==> src/hdl/i2cw_pkg.sv <==
`timescale 1ns / 1ps
`default_nettype none
// ----------------------------------------------------------------------------
// i2cw_pkg
// Shared types and constants of the three-byte write master.
// ----------------------------------------------------------------------------
package i2cw_pkg;

    localparam int          QUEUE_DEPTH  = 2;
    localparam logic [6:0]  ADDR_RESET   = 7'd62;

    localparam logic [6:0]  STEP_IDLE    = 7'd0;
    localparam logic [6:0]  STEP_FIRST   = 7'd1;
    localparam logic [6:0]  START_LAST   = 7'd4;
    localparam logic [6:0]  BYTES_LAST   = 7'd85;
    localparam logic [6:0]  STOP_SCL_UP  = 7'd86;
    localparam logic [6:0]  STOP_SDA_LOW = 7'd87;
    localparam logic [6:0]  STOP_SDA_UP  = 7'd88;
    localparam logic [6:0]  FRAME_LAST   = 7'd89;

    localparam logic [1:0]  START_SCL_UP  = 2'd1;
    localparam logic [1:0]  START_SDA_LOW = 2'd2;
    localparam logic [1:0]  START_SDA_UP  = 2'd3;

    localparam logic [4:0]  SLOT_ACK_SDA  = 5'd24;
    localparam logic [4:0]  SLOT_ACK_RISE = 5'd25;
    localparam logic [4:0]  SLOT_LAST     = 5'd26;

    typedef struct packed {
        logic        is_start;
        logic [15:0] code;
    } t_cmd;

    typedef struct packed {
        logic done;
        logic busy;
        logic sda;
        logic scl;
    } t_pins;

endpackage
`default_nettype wire

==> src/hdl/i2cw_front.sv <==
`timescale 1ns / 1ps
`default_nettype none
// ----------------------------------------------------------------------------
// i2cw_front
// Input stage: accepts items, classifies them as start or tick and holds one.
// ----------------------------------------------------------------------------
module i2cw_front (
    input  wire logic          i_clk,
    input  wire logic          i_rst_n,
    input  wire logic          s_axis_tvalid,
    output logic               s_axis_tready,
    input  wire logic [15:0]   s_axis_tdata,   // command_code
    input  wire logic          s_axis_tuser,   // kind
    output logic               o_cmd_valid,
    output i2cw_pkg::t_cmd     o_cmd,
    input  wire logic          i_cmd_ready
);
    import i2cw_pkg::*;

    logic r_valid;
    t_cmd r_cmd;

    assign s_axis_tready = !r_valid || i_cmd_ready;
    assign o_cmd_valid   = r_valid;
    assign o_cmd         = r_cmd;

    always_ff @(posedge i_clk) begin
        if (!i_rst_n) begin
            r_valid <= 1'b0;
        end else if (s_axis_tready) begin
            r_valid <= s_axis_tvalid;
        end
        if (s_axis_tvalid && s_axis_tready) begin
            r_cmd.is_start <= s_axis_tuser;
            r_cmd.code     <= s_axis_tdata;
        end
    end

endmodule
`default_nettype wire

==> src/hdl/i2cw_queue.sv <==
`timescale 1ns / 1ps
`default_nettype none
// ----------------------------------------------------------------------------
// i2cw_queue
// Short first-in first-out queue of classified items between front and back.
// ----------------------------------------------------------------------------
module i2cw_queue #(
    parameter int DEPTH = i2cw_pkg::QUEUE_DEPTH
) (
    input  wire logic          i_clk,
    input  wire logic          i_rst_n,
    input  wire logic          i_push_valid,
    output logic               o_push_ready,
    input  wire i2cw_pkg::t_cmd i_push,
    output logic               o_pop_valid,
    output i2cw_pkg::t_cmd     o_pop,
    input  wire logic          i_pop_ready
);
    import i2cw_pkg::*;

    localparam int PW = (DEPTH > 1) ? $clog2(DEPTH) : 1;
    localparam int CW = $clog2(DEPTH + 1);
    localparam logic [PW-1:0] PTR_LAST = PW'(DEPTH - 1);
    localparam logic [CW-1:0] CNT_FULL = CW'(DEPTH);

    t_cmd          r_mem [DEPTH];
    logic [PW-1:0] r_wr;
    logic [PW-1:0] r_rd;
    logic [CW-1:0] r_cnt;
    logic          push;
    logic          pop;

    assign o_push_ready = (r_cnt != CNT_FULL);
    assign o_pop_valid  = (r_cnt != '0);
    assign o_pop        = r_mem[r_rd];
    assign push         = i_push_valid && o_push_ready;
    assign pop          = o_pop_valid && i_pop_ready;

    always_ff @(posedge i_clk) begin
        if (!i_rst_n) begin
            r_wr  <= '0;
            r_rd  <= '0;
            r_cnt <= '0;
        end else begin
            if (push) begin
                r_wr <= (r_wr == PTR_LAST) ? '0 : r_wr + 1'b1;
            end
            if (pop) begin
                r_rd <= (r_rd == PTR_LAST) ? '0 : r_rd + 1'b1;
            end
            if (push && !pop) begin
                r_cnt <= r_cnt + 1'b1;
            end else if (pop && !push) begin
                r_cnt <= r_cnt - 1'b1;
            end
        end
        if (push) begin
            r_mem[r_wr] <= i_push;
        end
    end

endmodule
`default_nettype wire

==> src/hdl/i2cw_back.sv <==
`timescale 1ns / 1ps
`default_nettype none
// ----------------------------------------------------------------------------
// i2cw_back
// Frame sequencer: runs one pin step per tick and registers each result item.
// ----------------------------------------------------------------------------
module i2cw_back (
    input  wire logic          i_clk,
    input  wire logic          i_rst_n,
    input  wire logic [6:0]    i_device_address,
    input  wire logic          i_cmd_valid,
    output logic               o_cmd_ready,
    input  wire i2cw_pkg::t_cmd i_cmd,
    output logic               o_out_valid,
    output i2cw_pkg::t_pins    o_out,
    input  wire logic          i_out_ready
);
    import i2cw_pkg::*;

    localparam logic [1:0] PH_SDA  = 2'd0;
    localparam logic [1:0] PH_RISE = 2'd1;
    localparam logic [1:0] PH_FALL = 2'd2;

    logic [6:0]  r_step, n_step;
    logic [4:0]  r_slot, n_slot;
    logic [1:0]  r_ph,   n_ph;
    logic [7:0]  r_shift, n_shift;
    logic [1:0]  r_bidx, n_bidx;
    logic [15:0] r_code, n_code;
    logic        r_scl, n_scl;
    logic        r_sda, n_sda;
    logic        n_done;
    logic        r_out_valid;
    t_pins       r_out;
    logic        take;

    assign o_cmd_ready = !r_out_valid || i_out_ready;
    assign take        = i_cmd_valid && o_cmd_ready;
    assign o_out_valid = r_out_valid;
    assign o_out       = r_out;

    always_comb begin
        n_step  = r_step;
        n_slot  = r_slot;
        n_ph    = r_ph;
        n_shift = r_shift;
        n_bidx  = r_bidx;
        n_code  = r_code;
        n_scl   = r_scl;
        n_sda   = r_sda;
        n_done  = 1'b0;
        if (i_cmd.is_start) begin
            if (r_step == STEP_IDLE) begin
                n_code  = i_cmd.code;
                n_step  = STEP_FIRST;
                n_slot  = '0;
                n_ph    = PH_SDA;
                n_bidx  = '0;
                n_shift = {i_device_address, 1'b0};
            end
        end else if (r_step != STEP_IDLE) begin
            if (r_step <= START_LAST) begin
                unique case (r_step[1:0])
                    START_SCL_UP:  n_scl = 1'b0;
                    START_SDA_LOW: n_sda = 1'b0;
                    START_SDA_UP:  n_sda = 1'b1;
                    default:       n_scl = 1'b1;
                endcase
            end else if (r_step <= BYTES_LAST) begin
                n_slot = (r_slot == SLOT_LAST) ? '0 : r_slot + 1'b1;
                if (r_slot < SLOT_ACK_SDA) begin
                    unique case (r_ph)
                        PH_SDA: begin
                            n_sda = !r_shift[7];
                            n_ph  = PH_RISE;
                        end
                        PH_RISE: begin
                            n_scl = 1'b0;
                            n_ph  = PH_FALL;
                        end
                        default: begin
                            n_scl   = 1'b1;
                            n_shift = {r_shift[6:0], 1'b0};
                            n_ph    = PH_SDA;
                        end
                    endcase
                end else if (r_slot == SLOT_ACK_SDA) begin
                    n_sda = 1'b0;
                end else if (r_slot == SLOT_ACK_RISE) begin
                    n_scl = 1'b0;
                end else begin
                    n_scl   = 1'b1;
                    n_bidx  = r_bidx + 1'b1;
                    n_shift = (r_bidx == 2'd0) ? r_code[15:8] : r_code[7:0];
                end
            end else begin
                unique case (r_step)
                    STOP_SCL_UP:  n_scl = 1'b0;
                    STOP_SDA_LOW: n_sda = 1'b1;
                    STOP_SDA_UP:  n_sda = 1'b0;
                    default: begin
                        n_scl  = 1'b1;
                        n_done = 1'b1;
                    end
                endcase
            end
            n_step = (n_done || r_step >= FRAME_LAST) ? STEP_IDLE : r_step + 1'b1;
        end
    end

    always_ff @(posedge i_clk) begin
        if (!i_rst_n) begin
            r_step      <= STEP_IDLE;
            r_slot      <= '0;
            r_ph        <= PH_SDA;
            r_shift     <= '0;
            r_bidx      <= '0;
            r_code      <= '0;
            r_scl       <= 1'b0;
            r_sda       <= 1'b0;
            r_out_valid <= 1'b0;
        end else begin
            if (take) begin
                r_step      <= n_step;
                r_slot      <= n_slot;
                r_ph        <= n_ph;
                r_shift     <= n_shift;
                r_bidx      <= n_bidx;
                r_code      <= n_code;
                r_scl       <= n_scl;
                r_sda       <= n_sda;
                r_out_valid <= 1'b1;
            end else if (i_out_ready) begin
                r_out_valid <= 1'b0;
            end
        end
        if (take) begin
            r_out.scl  <= n_scl;
            r_out.sda  <= n_sda;
            r_out.busy <= (n_step != STEP_IDLE);
            r_out.done <= n_done;
        end
    end

    a_step_range: assert property (@(posedge i_clk) disable iff (!i_rst_n)
        r_step <= FRAME_LAST)
        else $error("step counter out of frame");

    a_done_idle: assert property (@(posedge i_clk) disable iff (!i_rst_n)
        (r_out_valid && r_out.done) |-> (!r_out.busy && r_out.scl && !r_out.sda))
        else $error("frame end without idle bus state");

    a_start_latch: assert property (@(posedge i_clk) disable iff (!i_rst_n)
        (take && i_cmd.is_start && r_step == STEP_IDLE) |=> (r_step == STEP_FIRST))
        else $error("start item not latched");

endmodule
`default_nettype wire

==> src/hdl/i2c_three_byte_write_master.sv <==
// Accepted items load the input register, then pass the queue and the output register.
// Throughput: one item per cycle while m_axis_tready does not stall the output;
// so too the pin sequencer, which takes one tick item per clock.
// A frame takes one start item and 89 tick items.
// Reset (synchronous, active low) empties the queue, idles the sequencer,
// releases both pins and sets device_address to 62.
`timescale 1ns / 1ps
`default_nettype none
// ----------------------------------------------------------------------------
// i2c_three_byte_write_master
// Write-only I2C master sending address, high and low code byte per frame.
// ----------------------------------------------------------------------------
module i2c_three_byte_write_master #(
    parameter int QUEUE_DEPTH = i2cw_pkg::QUEUE_DEPTH
) (
    input  wire logic        i_clk,
    input  wire logic        i_rst_n,
    input  wire logic        psel,
    input  wire logic        penable,
    input  wire logic        pwrite,
    input  wire logic [2:0]  paddr,
    input  wire logic [31:0] pwdata,
    output logic      [31:0] prdata,
    output logic             pready,
    input  wire logic        s_axis_tvalid,
    output logic             s_axis_tready,
    input  wire logic [15:0] s_axis_tdata,   // command_code
    input  wire logic        s_axis_tuser,   // kind
    output logic             m_axis_tvalid,
    input  wire logic        m_axis_tready,
    output logic      [7:0]  m_axis_tdata,   // scl_pull_low, sda_pull_low, busy_res, zeros
    output logic             m_axis_tlast    // frame_done
);
    import i2cw_pkg::*;

    logic [6:0] r_device_address;
    logic       f_valid;
    logic       f_ready;
    t_cmd       f_cmd;
    logic       q_valid;
    logic       q_ready;
    t_cmd       q_cmd;
    t_pins      out_pins;

    assign pready = 1'b1;
    assign prdata = (paddr[2] == 1'b0) ? {25'd0, r_device_address} : 32'd0;

    always_ff @(posedge i_clk) begin
        if (!i_rst_n) begin
            r_device_address <= ADDR_RESET;
        end else if (psel && penable && pwrite && pready && paddr[2] == 1'b0) begin
            r_device_address <= pwdata[6:0];
        end
    end

    i2cw_front u_front (
        .i_clk         (i_clk),
        .i_rst_n       (i_rst_n),
        .s_axis_tvalid (s_axis_tvalid),
        .s_axis_tready (s_axis_tready),
        .s_axis_tdata  (s_axis_tdata),
        .s_axis_tuser  (s_axis_tuser),
        .o_cmd_valid   (f_valid),
        .o_cmd         (f_cmd),
        .i_cmd_ready   (f_ready)
    );

    i2cw_queue #(
        .DEPTH (QUEUE_DEPTH)
    ) u_queue (
        .i_clk        (i_clk),
        .i_rst_n      (i_rst_n),
        .i_push_valid (f_valid),
        .o_push_ready (f_ready),
        .i_push       (f_cmd),
        .o_pop_valid  (q_valid),
        .o_pop        (q_cmd),
        .i_pop_ready  (q_ready)
    );

    i2cw_back u_back (
        .i_clk            (i_clk),
        .i_rst_n          (i_rst_n),
        .i_device_address (r_device_address),
        .i_cmd_valid      (q_valid),
        .o_cmd_ready      (q_ready),
        .i_cmd            (q_cmd),
        .o_out_valid      (m_axis_tvalid),
        .o_out            (out_pins),
        .i_out_ready      (m_axis_tready)
    );

    assign m_axis_tdata = {5'd0, out_pins.busy, out_pins.sda, out_pins.scl};
    assign m_axis_tlast = out_pins.done;

endmodule
`default_nettype wire
==> config.mk <==
export PLATFORM = sky130hd
export DESIGN_NAME = i2c_three_byte_write_master
export DESIGN_NICKNAME = d
export VERILOG_FILES = /design/src/hdl/i2cw_pkg.sv /design/src/hdl/i2cw_front.sv /design/src/hdl/i2cw_queue.sv /design/src/hdl/i2cw_back.sv /design/src/hdl/i2c_three_byte_write_master.sv
export SDC_FILE = /design/constraint.sdc
export NUM_CORES = 1
export LEC_CHECK = 0
export ABC_CLOCK_PERIOD_IN_PS = 2550
export BUFFER_PORTS_ARGS = -buffer_cell sky130_fd_sc_hd__clkbuf_2
export CAP_MARGIN = 20
export CORE_MARGIN = 2
export CORE_UTILIZATION = 50
export CTS_BUF_LIST = sky130_fd_sc_hd__clkbuf_4 sky130_fd_sc_hd__clkbuf_8 sky130_fd_sc_hd__clkbuf_16
export DETAILED_ROUTE_END_ITERATION = 8
export GPL_TIMING_DRIVEN = 0
export PLACE_DENSITY = 0.78
export SYNTH_ARGS = -nofsm -noshare
export SYNTH_HDL_FRONTEND = slang
export SYNTH_SLANG_ARGS = --single-unit
==> constraint.sdc <==
create_clock -name i_clk -period 2.55 [get_ports i_clk]
set_input_delay 0.255 -clock i_clk [delete_from_list [all_inputs] [get_ports i_clk]]
set_output_delay 0.255 -clock i_clk [all_outputs]
set_load 0.005 [all_outputs]
* Word level (Yosys, flattened, before mapping)
Memories as Yosys holds them, arrays and structs flattened. A register that Yosys moved wholly into a read port is not among the register bits. Index checks and enable logic that the tools add are counted.
Storage, ports and cells: register bits 76, bits in writable memories 34, input port bits 59, output and inout port bits 44, word-level logic and storage cells 159, memories kept 1
Operators by class: add/subtract/negate cells 7, order comparisons 4, equality and inequality tests 19, mux-type cells 69, bitwise operators 2, reductions and logical operators 37
Memory list:
- u_queue.r_mem | words 2, bits a word 17, read ports 1, clocked after memory_dff 1, wr ports 1, line i2cw_queue.sv:26 | t_cmd r_mem [DEPTH];
Operators with widths (number):
- 8-bit 2-to-1 mux | 10
- 7-bit 2-to-1 mux | 5
- 2-bit 2-to-1 mux | 15
- 5-bit 2-to-1 mux | 6
- 1-bit 2-to-1 mux | 27
- 7-bit equality test (second input constant) | 3
- 8-bit AND reduction | 2
- 5-bit equality test (second input constant) | 3
- 7-bit nonzero test | 2
- 2-bit nonzero test | 6
- 2-bit != test (second input constant) | 5
- 1-bit case mux with 2 select lines | 5
- 1-bit logical AND | 8
- 2-bit OR reduction | 4
- 7-bit by 1-bit adder with 7-bit output (second input constant) | 1
- 7-bit >= comparator (second input constant) | 1
- 7-bit by 3-bit <= comparator with 1-bit output (second input constant) | 1
- 7-bit <= comparator (second input constant) | 1
- 7-bit zero test | 1
- 3-bit by 2-bit != test with 1-bit output (second input constant) | 2
- 6-bit AND reduction | 1
- 5-bit by 1-bit adder with 5-bit output (second input constant) | 1
- 1-bit zero test | 5
- 5-bit < comparator (second input constant) | 1
- 14 further kinds | 22

* Longest topological paths before layout
Gate-level depths: netlist (run 1).
depth in word-level cells 12, gate-level depth with buffers 12, depth with buffers taken out 10

* Hierarchy
A second synthesis (run 1) with hierarchy kept.
Unflattened totals: cells, all modules 522, area, all modules 5537.8 µm²
Modules (own cells, without submodules):
- i2cw_back | times used 1, cells each 352, area an instance 2887.8 µm², seq. area each 980.9 µm²
- i2cw_queue | times used 1, cells each 77, area an instance 1467.7 µm², seq. area each 1121.1 µm²
- i2c_three_byte_write_master | times used 1, cells each 71, area an instance 614.3 µm², seq. area each 140.1 µm²
- i2cw_front | times used 1, cells each 22, area an instance 568.0 µm², seq. area each 530.5 µm²

* Worst setup path before layout (run 1)
OpenSTA, ideal clock, no wires.
path type flip-flop to flip-flop, start reg u_back.r_step[0], end reg u_back.r_shift[5], setup time 116 ps, arrival 2470 ps, required time 2434 ps, setup slack -36 ps, stages on the path, launching flop included 13, path buffers 2, period minus slack after synthesis 2586 ps, cell sequence dfxtp_1 -> buf_2 -> inv_1 -> ha_1 -> nand3_1 -> inv_1 -> ha_1 -> nor4_1 -> nand2_1 -> o31ai_4 -> buf_4 -> nand3_1 -> o211a_1
Between the ends: cells in the longest elaborated chain, start to end 3, elaborated cells on any way between the ends 9, classes of those cells order compare (2); eq/ne (2); reduce/logical (5)
Ends and longest elaborated chain:
- start, declared | line i2cw_back.sv:24 | logic [6:0] r_step, n_step;
- start signal, assigned | line i2cw_back.sv:124 | r_step <= n_step;
- 7-bit by 3-bit <= comparator with 1-bit output (tied with other cells) | line i2cw_back.sv:62 | if (r_step <= START_LAST) begin
- 2-bit != test (no line) (tied with other cells)
- 8-bit AND reduction (no line) (*)
- end signal, assigned | line i2cw_back.sv:127 | r_shift <= n_shift;
- end, declared | line i2cw_back.sv:27 | logic [7:0] r_shift, n_shift;
Every way passes the cells marked *; elsewhere a longest branch is shown, timed or not. A chain may end at the register's enable or synchronous reset.

* Worst setup path after layout (run 1)
Ends and elaborated chain as after synthesis.

==> results of run 1 <==
-- report_power, final --
part           internal (mW)  total [mW]  switching, mW
clock                  0.404        1.08          0.678
combinational          0.663        1.49          0.830
sequential              2.15        2.29          0.133
total                   3.22        4.86           1.64
-- cell type report --
| type | instances | area, sq um | area share [%] |
|---|---|---|---|
| Inverter | 15 | 58.8 | 0.929 |
| Buffer | 57 | 398 | 6.29 |
| Tap cell | 140 | 175 | 2.77 |
| Sequential cell | 111 | 2780 | 43.9 |
| Clock buffer | 9 | 124 | 1.96 |
| Clock inverter | 7 | 91.3 | 1.44 |
| Multi-Input combinational cell | 348 | 2410 | 38.0 |
| Timing Repair Buffer | 54 | 299 | 4.73 |
-- state kept, by name (all words and copies together) (netlist names), 4 cells and up, named ones only --
signal / cells
u_back.r_code: 16
r_device_address: 7
u_back.o_out: 4
u_back.r_shift: 8
u_back.r_step: 7
u_queue.r_mem: 34
u_back.r_slot: 5
u_front.o_cmd: 17
-- Yosys cell counts (4+ instances only) --
master / number
ha_1: 14
a22oi_1: 4
nand3_1: 16
and2_1: 7
xor2_1: 4
buf_2: 6
and3_1: 6
o21ai_0: 12
o211a_1: 23
nor3_1: 4
nor2b_1: 15
a21boi_0: 4
edfxtp_1: 55
mux2i_1: 33
nor2_1: 21
buf_4: 33
clkbuf_1: 13
dfxtp_1: 56
nand2_1: 65
o211ai_1: 12
nand3b_1: 4
a21oi_1: 11
inv_1: 14
-- worst min-delay path by stage --
stage                     cells past startpoint  slack, ns                    to               from
after CTS                                     1       0.01     u_front.o_cmd[16]       s_axis_tuser
after floorplan                               0       0.35      u_front.o_cmd[0]    s_axis_tdata[0]
after global placement                        0       0.43   u_queue.r_mem[0][8]   u_front.o_cmd[8]
final                                         1       0.04     u_front.o_cmd[16]       s_axis_tuser
after global routing                          1       0.02      u_front.o_cmd[5]    s_axis_tdata[5]
after detailed placement                      0       0.43  u_queue.r_mem[1][15]  u_front.o_cmd[15]
-- per-layer routing --
metal | vias up | track usage [%] | share of wire [%]
li1 | 1936 | - | -
met1 | 1853 | 24.5 | 45
met2 | 102 | 31.9 | 49
met3 | 18 | 3.35 | 4.6
met4 | 0 | 7.97 | 2.0
met5 | - | 0 | 0
-- per-stage QoR --
| step | power [mW] | std cells |
|---|---|---|
| final | 4.86 | 741 |
| after global routing | 5.13 | 741 |
| after CTS | 4.83 | 736 |
| after detailed placement | 3.68 | 716 |
| after global placement | 3.62 | 715 |
| after floorplan | 3.32 | 532 |
-- kinds of logic (layout without fill, tap and decap cells) --
| group | count (synthesis) | count (layout) | share of synthesized area (%) |
|---|---|---|---|
| and+or+nand+nor | 156 | 156 | 14.2 |
| DFF | 111 | 111 | 50.7 |
| AOI/OAI and AO/OA | 105 | 105 | 15.9 |
| buffers and inverters | 73 | 142 | 8.09 |
| muxes | 35 | 35 | 6.65 |
| adders and majority gates | 14 | 14 | 3.20 |
| xor gates and xnor gates | 7 | 7 | 1.12 |
| other | 2 | 31 | 0.137 |
-- timing repair --
item | CTS | global route
pin swaps | 4 | 4
gates resized for setup | 14 | 2
cloned | 1 | 0
buffers inserted | 4 | 5
setup endpoints to repair | 15 | 7
==> impl_metrics.toml, run 1 <==
[run_status]
run_status = "complete, no violations"

[cells_and_area]
area_growth_pct = 15.6
final.fill_count = 886
drive_gt1_share_pct = 23.8
final_cell_mix = "nand2_1, edfxtp_1, dfxtp_1"
fin_area_sq_um = 6330
nets = 669
layout_commonest_cell = "nand2_1"
diodes = 0
fin_util_pct = 58.9

[clock_tree]
tritoncts = "yes"
cts-buffers-inserted = 9
htree_levels = 3
cts.sinks = 111
clkLatencyLatePin_ns = 0.38
path_clk_slew_ns = 0.12
clk_path_buf_depth = 2
cts_root_buf = "clkbuf_8"
cts_hold_buf = 0

[worst_hold_path]
hold_class = "primary input to flop"

[global_route]
grt_overflow = 0
grt_pass1_vias = 3756
grt_pass1_wl_mm = 17.6
grt_max_degree = 24
grt_antenna_before_repair = 0
grt_use_total_pct = 19.1

[logic_synthesis]
synth_edf_count = 55
ys_seq_elements = 111
syn_inst = 503
synth_top_area_share_pct = 30.2
ys_warn_count = 0
syn_area_per_cell_sq_um = 10.9
synthArstFlopShare_pct = 0
synth.distinct_cells = 71
synthTopCellsByArea = "edfxtp_1, dfxtp_1, mux2i_1, buf_4, nand2_1"
synthFlopType = "dfxtp_1"
synth.cell_area_sq_um = 5470
netlist.top_cell.by_area = "edfxtp_1"
synth_seq_area_share_pct = 50.7

[critical_path]
crit_buf_inv = 4
worstSetupStartpoint = "u_back.r_step[0]"
startpoint_type = "flop"
slowest_delay_ns = 0.37
crit_fanout = 9
r2r-start = "u_back.r_step[0]"
r2r_end = "u_back.r_shift[5]"
crit_path_end = "u_back.r_shift[5]"
regToRegSetupSlack_ns = 0.08
cp.arrival_ns = 2.74
worstSetupEndpointType = "flop"
critPathKind = "flop to flop"
crit_family = "simple AND/OR/NAND/NOR gates"
crit_chain = "buf_6, inv_1, ha_4, nand3_2, inv_1, ha_2, nor4_4, nand2_2, o31ai_4, buf_6, nand3_1, o211a_1"
crit_slowest_cell = "dfxtp_2"
r2r_cells = 12
cp.depth = 12
worstPathRequired_ns = 2.82

[power]
leakage_nw = 2.79
p_per_area_nw_per_um2 = 768
irDropWorstVdd_uv = 487

[drt]
routed_wirelength_mm = 10.8
ant_nets = 0
vias = 3909
viasPerCell = 5.28
firstDrtPassIters = 4
drc_errors = 0
drtIter0Drc = 224
routedWlPerCell_um = 14.6

[sta]
maxSlewViolCount = 0
period_share_pct = 96.7
fin_skew_ns = 0.0165
timing.final.crit_period_ns = 2.47
finalHoldViolations = 0
fmax_mhz = 406
setup_ws_ns = 0.0847
tightestPinTransition_ns = 0.770
fin_setup_tns_ns = 0
relSlewSlack_pct = 48.7
setup_violations = 0
whs_ns = 0.0377

[placed_design]
hpwl_mm = 7.87
place_area_sq_um = 5990
portBuffers = 43
place.gp.congestion = 0.898
pre_cts_slack_ns = -0.496

[die]
row_count = 38
start_util_pct = 50.9
io_pins = 103
fp.dieH_um = 109
die_w_um = 109
die_area_sq_um = 11800
core-area_sq_um = 10700

[run]
cap_viol_max_count = 0
No activity file was read; power rests on OpenSTA's default activity.
==> inputs of run 2 (changes only) <==
CORE_MARGIN = not set   (was 2)
SYNTH_HIERARCHICAL = 1   (was not set)
==> run 2 against run 1 <==
  * Critical path depth down 1
  * Routed wire length shrank 1.8%
  * Worst setup slack gained 0.031 ns
  * Fmax increased by 1.3%
  * Synthesized cell count grew 3.8%
==> impl_metrics.toml, run 2 <==
[run_status]
run_status = "complete, no violations"

[cells_and_area]
fin_area_sq_um = 6360
final_cell_mix = "nand2_1, edfxtp_1, dfxtp_1"
instances_no_fill = 756
drive_gt1_share_pct = 27.8
regMostFlops = "u_queue/r_mem"
layout_commonest_cell = "nand2_1"
fin_util_pct = 59.0
diodes = 0
nets = 684
largest_reg_flops = 34
area_growth_pct = 14.9

[clock_tree]
clk_path_buf_depth = 2
htree_levels = 3
cts_root_buf = "clkbuf_8"
cts.sinks = 111
cts-buffers-inserted = 9
tritoncts = "yes"
cts_hold_buf = 0
path_clk_slew_ns = 0.12
clkLatencyLatePin_ns = 0.38

[logic_synthesis]
synthArstFlopShare_pct = 0
ys_top_cells_by_count = "nand2_1, dfxtp_1, edfxtp_1, buf_4, a21oi_1"
synth.distinct_cells = 73
syn_area_per_cell_sq_um = 10.6
syn_inst = 522
ys_warn_count = 6
synthFlopType = "dfxtp_1"
synthTopCellsByArea = "edfxtp_1, dfxtp_1, nand2_1, buf_4, mux2_2"
synth.cell_area_sq_um = 5540
synth_seq_area_share_pct = 50.1
synth_top_area_share_pct = 29.8
ys_seq_elements = 111
synth_most_common_cell = "nand2_1"
netlist.top_cell.by_area = "edfxtp_1"
synth_edf_count = 55

[sta]
fmax_mhz = 411
whs_ns = 0.0428
tightestPinTransition_ns = 0.770
relSlewSlack_pct = 48.7
setup_ws_ns = 0.116
maxSlewViolCount = 0
fin_skew_ns = 0.0153
timing.final.crit_period_ns = 2.43
finalHoldViolations = 0
period_share_pct = 95.5
setup_violations = 0

[placed_design]
portBuffers = 44
place.gp.congestion = 0.856
place_area_sq_um = 6050
pre_cts_slack_ns = -0.435
hpwl_mm = 7.66
place_inst = 735

[critical_path]
cp.arrival_ns = 2.73
startpoint_type = "flop"
crit_fanout = 10
worstSetupEndpointType = "flop"
r2r_cells = 11
critPathKind = "flop to flop"
worstPathRequired_ns = 2.84

[drt]
firstDrtPassIters = 4
viasPerCell = 5.37
drtIter0Drc = 153
ant_nets = 0
routedWlPerCell_um = 14.0
routed_wirelength_mm = 10.6
vias = 4058
drc_errors = 0

[global_route]
grt_use_total_pct = 19.0
grt_overflow = 0
grt_antenna_before_repair = 0
grt_pass1_wl_mm = 17.3
grt_max_degree = 22
grt_pass1_vias = 3841

[die]
io_pins = 103
die_w_um = 107
die_area_sq_um = 11500
fp.dieH_um = 107
row_count = 38
start_util_pct = 51.3
core-area_sq_um = 10800

[power]
leakage_nw = 2.54
irDropWorstVdd_uv = 431
p_per_area_nw_per_um2 = 723

[worst_hold_path]
holdPathStages = 1
hold_class = "primary input to flop"

[run]
cap_viol_max_count = 0
==> run 2: cell types whose count changed after synthesis, sizes merged, moves of 7 or more <==
cell / change
o211a: -22
mux2i: -19
a21oi: +18
mux2: +18
and2b: +8
nand3: -7
nor2: -7
o311a: +7
==> run 2: where the power goes <==
part | leakage [nW] | internal [mW] | switching, mW
Sequential | 0.973 | 2.11 | 0.106
Combinational | 1.46 | 0.575 | 0.773
Clock | 0.102 | 0.386 | 0.646
==> run 2: area by class of cell <==
type                       instances  area [sq um]
fill                             905          4430
sequential                       111          2780
multi-input combinational        366          2490
buffer                            57           382
timing repair buffer              51           273
tap                              140           175
clock buffer                       9           124
clock inverter                     7          75.1
inverter                          15          62.6
==> run 2: what timing repair did <==
item,in CTS,in global routing
buffers inserted,5,2
resized for setup,14,14
endpoints found under the setup margin,18,21
pin swaps,1,3
==> run 2: path summary, 6_finish.rpt <==
kind / from / end / slack, ns
setup reg to reg: u_back/r_step[3] / u_back/r_shift[0] / 0.12
hold reg to reg: u_front/o_cmd[2] / u_queue/r_mem[0][2] / 0.44
hold / removal: s_axis_tdata[13] / u_front/o_cmd[13] / 0.04
setup / recovery: u_back/r_step[3] / u_back/r_shift[0] / 0.12
==> run 2: cell families (layout without fill, tap and decap cells) <==
kind of cell    Yosys count  after routing  share of synthesized area, %
other cells               2             31                         0.136
fa+ha+maj                14             14                          3.16
buf+inv                  74            139                          7.75
compound gates          122            122                          16.3
simple gates            162            162                          15.5
xor+xnor                  3              3                         0.475
mux                      34             34                          6.57
flops                   111            111                          50.1
==> run 2: critical path, stage by stage (launching register included) <==
cell and delay, ns:
dfxtp_1 0.36, buf_2 0.20, nor4_4 0.35, nand2_2 0.13
inv_2 0.10, ha_1 0.19, nor2_4 0.06, nand3_4 0.12
a2111oi_4 0.06, buf_4 0.19, or3b_2 0.46, a21oi_1 0.14
==> run 2: stage by stage <==
step / TNS, ns / power (mW)
2_1_floorplan: 0 / 3.17
3_3_place_gp: -3.78 / 3.46
3_5_place_dp: -4.05 / 3.49
4_1_cts: 0 / 4.59
5_1_grt: -0.0112 / 4.86
6_report: 0 / 4.60
==> run 2: metal layers <==
layer	GRT usage, %	wire length [um]	part of all wire (%)
met5	0	0	0
met4	7.44	242	2.3
met3	4.13	526	5.0
met2	33.6	5280	50
met1	22.4	4560	43
